===== config.mk =====
export PLATFORM = sky130hd
export DESIGN_NAME = i2c_master_transfer_sequencer_unit
export DESIGN_NICKNAME = d
export VERILOG_FILES = /design/src/sv/i2cms_pkg.sv /design/src/sv/i2c_master_transfer_sequencer_unit.sv
export SDC_FILE = /design/constraint.sdc
export NUM_CORES = 1
export LEC_CHECK = 0
export ABC_AREA = 1
export BUFFER_PORTS_ARGS = -buffer_cell sky130_fd_sc_hd__clkbuf_2
export CAP_MARGIN = 20
export CORE_AREA = 2 2 121 123
export CTS_CLUSTER_DIAMETER = 100
export CTS_CLUSTER_SIZE = 20
export DETAILED_ROUTE_END_ITERATION = 6
export DIE_AREA = 0 0 123 125
export GPL_ROUTABILITY_DRIVEN = 0
export PLACE_DENSITY = 0.88
export SYNTH_ARGS = -nofsm -noshare
export SYNTH_HDL_FRONTEND = slang
export SYNTH_SLANG_ARGS = --single-unit

===== constraint.sdc =====
create_clock -name clk -period 4.4 [get_ports clk]
set_clock_uncertainty 0.1 [all_clocks]
set_input_delay 0.88 -clock clk [delete_from_list [all_inputs] [get_ports clk]]
set_output_delay 0.88 -clock clk [all_outputs]
set_load 0.01 [all_outputs]

===== src/sv/i2cms_pkg.sv =====
`timescale 1ns / 1ps

package i2cms_pkg;

  // Input word kinds.
  localparam logic [1:0] KIND_START = 2'd0;
  localparam logic [1:0] KIND_EVENT = 2'd1;
  localparam logic [1:0] KIND_ERROR = 2'd2;

  // Transfer modes; MODE_RESTART marks the read phase of a register read.
  localparam logic [2:0] MODE_SWR     = 3'd0;
  localparam logic [2:0] MODE_SRD     = 3'd1;
  localparam logic [2:0] MODE_RWR     = 3'd2;
  localparam logic [2:0] MODE_RRD     = 3'd3;
  localparam logic [2:0] MODE_RESTART = 3'd4;

  // Transfer status codes.
  localparam logic [1:0] ST_ACTIVE = 2'd0;
  localparam logic [1:0] ST_PASSED = 2'd1;
  localparam logic [1:0] ST_FAILED = 2'd2;
  localparam logic [1:0] ST_NAK    = 2'd3;

  // Start request replies.
  localparam logic [1:0] REPLY_OK   = 2'd0;
  localparam logic [1:0] REPLY_BUSY = 2'd1;
  localparam logic [1:0] REPLY_BAD  = 2'd2;

  // Status register bits.
  localparam logic [11:0] FLG_SB      = 12'h001;
  localparam logic [11:0] FLG_ADDR    = 12'h002;
  localparam logic [11:0] FLG_RXNE    = 12'h040;
  localparam logic [11:0] FLG_TXE     = 12'h080;
  localparam logic [11:0] FLG_TXE_BTF = 12'h084;
  localparam logic [11:0] FLG_BERR    = 12'h100;
  localparam logic [11:0] FLG_ARLO    = 12'h200;
  localparam logic [11:0] FLG_AF      = 12'h400;
  localparam logic [11:0] FLG_OVR     = 12'h800;

  // Bus control actions.
  localparam logic [3:0] BUS_START = 4'h1;
  localparam logic [3:0] BUS_STOP  = 4'h2;
  localparam logic [3:0] BUS_ACK   = 4'h4;
  localparam logic [3:0] BUS_NOACK = 4'h8;

  // Interrupt control actions.
  localparam logic [2:0] IRQ_ALL   = 3'h1;
  localparam logic [2:0] IRQ_NOBUF = 3'h2;
  localparam logic [2:0] IRQ_NOEVT = 3'h4;

  // Completion signal bits.
  localparam logic [2:0] SIG_PASSED = 3'h1;
  localparam logic [2:0] SIG_FAILED = 3'h2;
  localparam logic [2:0] SIG_NAK    = 3'h4;

  typedef struct packed {
    logic [1:0]  kind;
    logic [6:0]  slave_addr;
    logic [7:0]  reg_addr;
    logic [15:0] byte_count;
    logic [2:0]  mode;
    logic [11:0] status_flags;
    logic [7:0]  rx_byte;
    logic [7:0]  tx_byte;
  } in_item_t;

  typedef struct packed {
    logic [1:0]  request_reply;
    logic        data_reg_write;
    logic [7:0]  data_reg_value;
    logic        store_valid;
    logic [15:0] buffer_index;
    logic [7:0]  store_value;
    logic [3:0]  bus_actions;
    logic [2:0]  irq_actions;
    logic [11:0] flag_clear_mask;
    logic [1:0]  transfer_status;
    logic [2:0]  task_signal;
  } out_item_t;

endpackage


===== src/sv/i2c_master_transfer_sequencer_unit.sv =====
`timescale 1ns / 1ps

// I2C master transfer sequencer. Each input word is a start request, an event
// interrupt or an error interrupt, and each one yields exactly one result word
// that tells the driver what to write to the data register, which byte to
// store, which bus and interrupt controls to touch, which status flags to
// clear and how the transfer stands. A single level of logic on the
// transaction registers decides while the word is accepted; the result is
// registered on the same edge in the output register, or in the skid register
// while the output is stalled. A two-entry output buffer (output register plus
// skid register) lets the block take one more word while a result waits, so a
// new word can be taken every cycle until in_stall rises with both entries full.
module i2c_master_transfer_sequencer_unit (
  input  logic                clk,
  input  logic                rst,
  input  logic                in_valid,
  output logic                in_stall,
  input  i2cms_pkg::in_item_t in_item,
  output logic                out_valid,
  input  logic                out_stall,
  output i2cms_pkg::out_item_t out_item
);

  // Transaction registers.
  logic [7:0]  addr_byte;
  logic [7:0]  register_byte;
  logic [2:0]  current_mode;
  logic [1:0]  status_code;
  logic [15:0] bytes_left;
  logic [15:0] byte_position;

  logic [7:0]  addr_byte_next;
  logic [7:0]  register_byte_next;
  logic [2:0]  current_mode_next;
  logic [1:0]  status_code_next;
  logic [15:0] bytes_left_next;
  logic [15:0] byte_position_next;

  // Output buffer: the main register drives the port, the skid register
  // catches one word while the main one is stalled.
  logic                 skid_valid;
  i2cms_pkg::out_item_t skid_item;
  i2cms_pkg::out_item_t result;

  logic in_accept;
  logic out_take;
  logic wr_mode;
  logic read_phase;
  logic send_byte;

  assign in_stall  = skid_valid;
  assign in_accept = in_valid && !skid_valid;
  assign out_take  = out_valid && !out_stall;

  assign wr_mode    = (current_mode == i2cms_pkg::MODE_RWR) ||
                      (current_mode == i2cms_pkg::MODE_SWR);
  assign read_phase = (current_mode == i2cms_pkg::MODE_RESTART) ||
                      (current_mode == i2cms_pkg::MODE_SRD);

  // Whether this event puts the next caller byte on the bus.
  always_comb begin
    send_byte = 1'b0;
    if (in_item.kind == i2cms_pkg::KIND_EVENT) begin
      if ((in_item.status_flags & i2cms_pkg::FLG_SB) != 12'd0) begin
        send_byte = 1'b0;
      end else if ((in_item.status_flags & i2cms_pkg::FLG_ADDR) != 12'd0) begin
        send_byte = (current_mode == i2cms_pkg::MODE_SWR) && (bytes_left != 16'd0);
      end else if ((in_item.status_flags & i2cms_pkg::FLG_TXE_BTF) ==
                   i2cms_pkg::FLG_TXE) begin
        send_byte = wr_mode && (bytes_left != 16'd0);
      end
    end
  end

  // Decision logic for one word.
  always_comb begin
    addr_byte_next     = addr_byte;
    register_byte_next = register_byte;
    current_mode_next  = current_mode;
    status_code_next   = status_code;
    bytes_left_next    = bytes_left;
    byte_position_next = byte_position;
    result             = '0;

    unique case (in_item.kind)
      i2cms_pkg::KIND_START: begin
        if (status_code == i2cms_pkg::ST_ACTIVE) begin
          result.request_reply = i2cms_pkg::REPLY_BUSY;
        end else if (in_item.mode > i2cms_pkg::MODE_RRD) begin
          result.request_reply = i2cms_pkg::REPLY_BAD;
        end else begin
          addr_byte_next          = {in_item.slave_addr, 1'b0};
          register_byte_next      = in_item.reg_addr;
          bytes_left_next         = in_item.byte_count;
          current_mode_next       = in_item.mode;
          byte_position_next      = 16'd0;
          status_code_next        = i2cms_pkg::ST_ACTIVE;
          result.irq_actions      = i2cms_pkg::IRQ_ALL;
          result.flag_clear_mask  = i2cms_pkg::FLG_OVR | i2cms_pkg::FLG_AF |
                                    i2cms_pkg::FLG_ARLO | i2cms_pkg::FLG_BERR;
          result.bus_actions      = i2cms_pkg::BUS_ACK | i2cms_pkg::BUS_START;
        end
      end
      i2cms_pkg::KIND_EVENT: begin
        if ((in_item.status_flags & i2cms_pkg::FLG_SB) != 12'd0) begin
          // Start condition sent: address byte, with the read bit in read phases.
          result.data_reg_write = 1'b1;
          result.data_reg_value = read_phase ? (addr_byte | 8'h01) : addr_byte;
        end else if ((in_item.status_flags & i2cms_pkg::FLG_ADDR) != 12'd0) begin
          if ((current_mode == i2cms_pkg::MODE_RWR) ||
              (current_mode == i2cms_pkg::MODE_RRD)) begin
            result.data_reg_write = 1'b1;
            result.data_reg_value = register_byte;
            if (current_mode == i2cms_pkg::MODE_RRD) begin
              current_mode_next  = i2cms_pkg::MODE_RESTART;
              result.bus_actions = result.bus_actions | i2cms_pkg::BUS_START;
            end
          end
          // A single byte read must drop ACK and queue STOP right away.
          if (read_phase && (bytes_left == 16'd1)) begin
            result.bus_actions = result.bus_actions | i2cms_pkg::BUS_NOACK |
                                 i2cms_pkg::BUS_STOP;
          end
        end else if ((in_item.status_flags & i2cms_pkg::FLG_TXE_BTF) ==
                     i2cms_pkg::FLG_TXE_BTF) begin
          if (wr_mode) begin
            result.bus_actions = i2cms_pkg::BUS_STOP;
            result.irq_actions = i2cms_pkg::IRQ_NOEVT;
            result.task_signal = i2cms_pkg::SIG_PASSED;
            status_code_next   = i2cms_pkg::ST_PASSED;
          end
        end else if (((in_item.status_flags & i2cms_pkg::FLG_TXE_BTF) !=
                      i2cms_pkg::FLG_TXE) &&
                     ((in_item.status_flags & i2cms_pkg::FLG_RXNE) != 12'd0)) begin
          if (bytes_left == 16'd0) begin
            result.irq_actions = i2cms_pkg::IRQ_NOBUF;
            result.task_signal = i2cms_pkg::SIG_PASSED;
            status_code_next   = i2cms_pkg::ST_PASSED;
          end else begin
            result.store_valid  = 1'b1;
            result.store_value  = in_item.rx_byte;
            result.buffer_index = byte_position;
            byte_position_next  = byte_position + 16'd1;
            bytes_left_next     = bytes_left - 16'd1;
            if (bytes_left == 16'd2) begin
              result.bus_actions = i2cms_pkg::BUS_NOACK | i2cms_pkg::BUS_STOP;
            end
            if (bytes_left == 16'd1) begin
              result.irq_actions = i2cms_pkg::IRQ_NOBUF;
              result.task_signal = i2cms_pkg::SIG_PASSED;
              status_code_next   = i2cms_pkg::ST_PASSED;
            end
          end
        end
        if (send_byte) begin
          result.data_reg_write = 1'b1;
          result.data_reg_value = in_item.tx_byte;
          result.buffer_index   = byte_position;
          byte_position_next    = byte_position + 16'd1;
          bytes_left_next       = bytes_left - 16'd1;
          if (bytes_left == 16'd1) begin
            result.irq_actions = result.irq_actions | i2cms_pkg::IRQ_NOBUF;
          end
        end
      end
      i2cms_pkg::KIND_ERROR: begin
        if ((in_item.status_flags & i2cms_pkg::FLG_AF) != 12'd0) begin
          // No acknowledge: only AF is cleared, and the bus is released.
          result.flag_clear_mask = i2cms_pkg::FLG_AF;
          result.bus_actions     = i2cms_pkg::BUS_STOP;
          result.irq_actions     = i2cms_pkg::IRQ_NOBUF;
          result.task_signal     = i2cms_pkg::SIG_FAILED | i2cms_pkg::SIG_NAK;
          status_code_next       = i2cms_pkg::ST_NAK;
        end else begin
          result.flag_clear_mask = in_item.status_flags &
                                   (i2cms_pkg::FLG_ARLO | i2cms_pkg::FLG_BERR |
                                    i2cms_pkg::FLG_OVR);
          result.task_signal     = i2cms_pkg::SIG_FAILED;
          status_code_next       = i2cms_pkg::ST_FAILED;
        end
      end
      default: begin
        // The unused kind leaves everything alone.
      end
    endcase

    result.transfer_status = status_code_next;
  end

  // Transaction state advances on every accepted word.
  always_ff @(posedge clk) begin
    if (rst) begin
      addr_byte     <= 8'd0;
      register_byte <= 8'd0;
      current_mode  <= i2cms_pkg::MODE_SWR;
      status_code   <= i2cms_pkg::ST_PASSED;
      bytes_left    <= 16'd0;
      byte_position <= 16'd0;
    end else if (in_accept) begin
      addr_byte     <= addr_byte_next;
      register_byte <= register_byte_next;
      current_mode  <= current_mode_next;
      status_code   <= status_code_next;
      bytes_left    <= bytes_left_next;
      byte_position <= byte_position_next;
    end
  end

  // Output buffer control.
  always_ff @(posedge clk) begin
    if (rst) begin
      out_valid  <= 1'b0;
      skid_valid <= 1'b0;
    end else if (!out_valid || out_take) begin
      if (skid_valid) begin
        out_valid  <= 1'b1;
        skid_valid <= 1'b0;
      end else begin
        out_valid <= in_accept;
      end
    end else if (in_accept) begin
      skid_valid <= 1'b1;
    end
  end

  // Output buffer payload.
  always_ff @(posedge clk) begin
    if (!out_valid || out_take) begin
      if (skid_valid) begin
        out_item <= skid_item;
      end else if (in_accept) begin
        out_item <= result;
      end
    end else if (in_accept) begin
      skid_item <= result;
    end
  end

  // The skid register only fills behind a stalled output register.
  assert property (@(posedge clk) disable iff (rst) skid_valid |-> out_valid)
    else $error("skid register holds a word while the output is empty");

  // An accepted start request marks the transfer active.
  assert property (@(posedge clk) disable iff (rst)
    (in_accept && (in_item.kind == i2cms_pkg::KIND_START) &&
     (status_code != i2cms_pkg::ST_ACTIVE) &&
     (in_item.mode <= i2cms_pkg::MODE_RRD))
    |=> (status_code == i2cms_pkg::ST_ACTIVE))
    else $error("start request did not begin a transfer");

  // A byte is never written to the data register and stored in the same word.
  assert property (@(posedge clk) disable iff (rst)
    out_valid |-> !(out_item.data_reg_write && out_item.store_valid))
    else $error("result both writes and stores a byte");

  // No received byte means an empty store value.
  assert property (@(posedge clk) disable iff (rst)
    (out_valid && !out_item.store_valid) |-> (out_item.store_value == 8'd0))
    else $error("store value set without a stored byte");

endmodule

==> impl_metrics.py <==
metrics = {
    "setup_path": {
        "required_ps": 4650,
        "crit_start": "in_item[63]",
        "cp_max_fo": 18,
        "startpoint_type": "input port",
        "worstReg2RegStart": "bytes_left[0]",
        "endpoint_class_of_the_critical_path": "flop",
        "reg2reg_to": "out_item[32]",
        "worst_ep_arrival_time_ps": 3130,
        "critical_path.endpoint": "bytes_left[13]",
        "ff2ff_path_depth": 11,
        "reg2reg_setup_slack_ps": 1760,
        "worstSetupPathType": "in2reg",
    },
    "floorplan": {
        "io-pin-count": 130,
        "horizontal_extent_of_the_die_um": 123,
        "placeable_area_um2": 14200,
        "chipHeight_um": 125,
        "fp.dieArea_um2": 15380,
        "core.rowCount": 44,
        "starting_density_pct": 53.39,
    },
    "routing": {
        "wirelength_met1_um": 7456,
        "route.vias.total": 6449,
        "drt_drc_violations_left": 0,
        "wl_met2_um": 8730,
        "avgViaCountPerCell": 5.330,
        "starting_drt_drc_count": 654,
        "wirelength_um": 18030,
        "wl_met3_um": 1422,
        "highest-signal-layer": "met4",
        "route.detailed.wl_per_inst_um": 14.90,
        "drt_pass1_iterations": 5,
        "ant_nets": 0,
    },
    "sta": {
        "maxClockFrequency_ghz": 0.3472,
        "timing.final.max_slew_violations": 0,
        "final_min_period_over_clock_period_pct": 65.45,
        "maxSlewHeadroom_pct": 46.67,
        "layout_min_cycle_time_ps": 2880,
        "hold_viol_final": 0,
        "tightest_slew_ps": 800.0,
        "final.hold.worst_slack_ps": 377.3,
        "final.setup.tns_ps": 0,
        "finalSetupViolCount": 0,
        "rsz0062_at_grt": "false",
    },
    "placement": {
        "io_buffer_count": 118,
        "detailed_place_hpwl_um": 12380,
    },
    "power_and_ir_drop": {
        "power.ir.vdd_worst_uv": 287.0,
        "net_switching_power_w": 0.0008707,
        "power.density_nw_per_um2": 388.9,
        "internal_power_w": 0.002573,
        "switching_share_pct": 25.28,
        "power.clock.fraction_pct": 41.4,
        "p_seq_share_pct": 47.9,
        "pwr-share-comb_pct": 10.7,
        "power_leakage_nw": 3.882,
    },
    "synth": {
        "synthTopCellsByArea": "sky130_fd_sc_hd__edfxtp_1 (40%), sky130_fd_sc_hd__dfxtp_1 (14%), sky130_fd_sc_hd__nand2_1 (14%)",
        "post_synth_inst_count": 904,
        "combinational_family_with_the_most_area_after_synthesis": "simple AND/OR/NAND/NOR gates",
        "area_share_of_the_leading_cell_type_in_the_synthesized_netlist_pct": 40.39,
        "asyncSetResetFlopFracSynth_pct": 0,
        "yosysWarningCount": 0,
        "netlist-cell-type-count": 39,
        "synth_seq_cells": 156,
        "synth_seq_area_share_pct": 54.64,
        "syn-cell-area_um2": 7584,
        "synth_fa_ha_area_share_pct": 1.485,
        "synth_compound_area_share_pct": 8.002,
        "synth.mux.area_fraction_pct": 0.1320,
        "synthXorXnorAreaFrac_pct": 1.386,
        "synth_simple_gate_area_share_pct": 27.54,
        "synth_area_per_cell_um2": 8.389,
        "ys_dominant_reg_cell": "sky130_fd_sc_hd__edfxtp_1",
        "number_of_synthesized_flops_with_an_enable_pin": 102,
        "synth_area_leader_cell": "sky130_fd_sc_hd__edfxtp_1",
    },
    "grt": {
        "grt_remaining_overflow": 0,
        "grt_start_max_net_pins": 52,
        "grt_usage_pct": 24.13,
        "global_route_wire_length_before_repair_um": 28930,
        "number_of_global_route_vias_before_repair": 5979,
        "antenna_found_initial": 0,
    },
    "cells_and_area": {
        "layout.nets": 1091,
        "area.sequential_um2": 4145,
        "total_area_of_multi_input_combinational_cells_um2": 2972,
        "flow.area_growth_from_synthesis_pct": 16.78,
        "most_common_cell_after_layout_fill_and_taps_aside": "sky130_fd_sc_hd__nand2_1",
        "antenna_cells_inserted": 0,
        "post_route_cells_drive_above_1_share_pct": 18.91,
        "filler_cell_count": 1168,
        "final_cell_mix": "sky130_fd_sc_hd__nand2_1 (275), sky130_fd_sc_hd__nor2_1 (137), sky130_fd_sc_hd__clkbuf_2 (118)",
    },
    "clock_tree": {
        "cts_tree": "done",
        "path_clk_slew_ps": 60,
        "cts_made_buffers": 17,
        "numClockSinks": 156,
        "insertion_delay_ps": 430,
        "cts_setup_buffers": 0,
        "cts_repair_resize_count": 0,
        "cts_root_buf": "sky130_fd_sc_hd__clkbuf_16",
        "cts.htree.levels": 4,
        "count_of_hold_fix_buffers_inserted_at_cts": 0,
        "clock_tree.buffer_depth": 2,
    },
    "status": {
        "outcome": "complete, no violations",
    },
    "worst_hold_path": {
        "holdCritPathClass": "reg2reg",
    },
    "job": {
        "cap_viol_max_count": 0,
    },
}
==> worst min path at each step <==
stage	startpoint	to	slack, ps	cells past startpoint
floorplan	byte_position[14]	byte_position[14]	350	2
global placement	bytes_left[5]	bytes_left[5]	360	2
detailed placement	bytes_left[5]	bytes_left[5]	370	2
CTS	bytes_left[5]	bytes_left[5]	380	2
global route	bytes_left[5]	bytes_left[5]	390	2
finish	bytes_left[5]	bytes_left[5]	380	2
==> cell type report <==
cell class | count | area share [%]
timing repair buffer | 126 | 7.347
clock inverter | 14 | 1.625
sequential | 156 | 46.81
clock buffer | 17 | 4.804
tap | 184 | 2.600
inverter | 77 | 3.264
multi-input combinational | 636 | 33.55
==> cells in the mapped netlist (2+ instances only) <==
cell type,count
sky130_fd_sc_hd__buf_6,3
sky130_fd_sc_hd__edfxtp_1,102
sky130_fd_sc_hd__a31oi_1,5
sky130_fd_sc_hd__o21ai_2,8
sky130_fd_sc_hd__a21oi_2,7
sky130_fd_sc_hd__buf_2,2
sky130_fd_sc_hd__a21oi_1,28
sky130_fd_sc_hd__dfxtp_1,54
sky130_fd_sc_hd__a21boi_0,7
sky130_fd_sc_hd__nand2_2,8
sky130_fd_sc_hd__o21ai_1,2
sky130_fd_sc_hd__nand3b_1,2
sky130_fd_sc_hd__nand2_1,275
sky130_fd_sc_hd__ha_1,9
sky130_fd_sc_hd__nand2_4,2
sky130_fd_sc_hd__or2_2,2
sky130_fd_sc_hd__nand3_1,50
sky130_fd_sc_hd__nor2_1,138
sky130_fd_sc_hd__nand4_1,8
sky130_fd_sc_hd__buf_4,11
sky130_fd_sc_hd__inv_2,2
sky130_fd_sc_hd__nor3_1,12
sky130_fd_sc_hd__nor2_4,2
sky130_fd_sc_hd__buf_1,3
sky130_fd_sc_hd__nor2_2,2
sky130_fd_sc_hd__clkbuf_1,23
sky130_fd_sc_hd__inv_1,74
sky130_fd_sc_hd__o21ai_0,40
sky130_fd_sc_hd__nor3b_1,3
sky130_fd_sc_hd__xor2_1,11
==> critical path: stages <==
cell                       delay [ps]
sky130_fd_sc_hd__clkbuf_2         110
sky130_fd_sc_hd__inv_1             60
sky130_fd_sc_hd__ha_1             310
sky130_fd_sc_hd__buf_4            250
sky130_fd_sc_hd__o21ai_1          140
sky130_fd_sc_hd__nand3_1          140
sky130_fd_sc_hd__nor2_4           430
sky130_fd_sc_hd__a21boi_4         540
sky130_fd_sc_hd__nand2_1          130
sky130_fd_sc_hd__a21oi_2          130
==> power groups by stage <==
stage,Clock [W],Combinational (W),Sequential [W]
2_1_floorplan,0,0.000233,0.00169
3_3_place_gp,0,0.000349,0.00168
3_5_place_dp,0,0.000362,0.00168
4_1_cts,0.00143,0.000366,0.00165
5_1_grt,0.00149,0.000413,0.00166
6_report,0.00143,0.000367,0.00165
==> registers in the layout, summed over array words and instances, names as in the netlist, 2 cells and up <==
signal / count
byte_position: 16
current_mode: 3
skid_item: 51
register_byte: 8
out_item: 51
status_code: 2
addr_byte: 7
bytes_left: 16
==> cell families after synthesis <==
logic type | after synthesis
xor+xnor | 12
flops | 156
compound gates | 101
buf+inv | 119
fa+ha+maj | 9
other cells | 1
simple gates | 505
mux | 1
==> metal layers <==
layer	vias to the layer above	track usage, %
li1	3132	-
met1	2988	32.07
met2	299	39.23
met3	30	4.471
met4	0	9.158
met5	-	0
==> through the flow <==
| stage | cell area (um^2) | setup WS (ps) | util, % | instances | power, W |
|---|---|---|---|---|---|
| 3_5_place_dp | 8287 | 1086 | 58.34 | 1179 | 0.002044 |
| 2_1_floorplan | 7610 | 383.7 | - | 911 | 0.001926 |
| 6_report | 8856 | 1520 | 62.35 | 1210 | 0.003444 |
| 5_1_grt | 8856 | 1246 | 62.35 | 1210 | 0.003558 |
| 4_1_cts | 8856 | 1527 | 62.35 | 1210 | 0.003451 |
| 3_3_place_gp | 8287 | 1137 | 58.34 | 1179 | 0.002028 |
(Power assumes the default switching activity.)
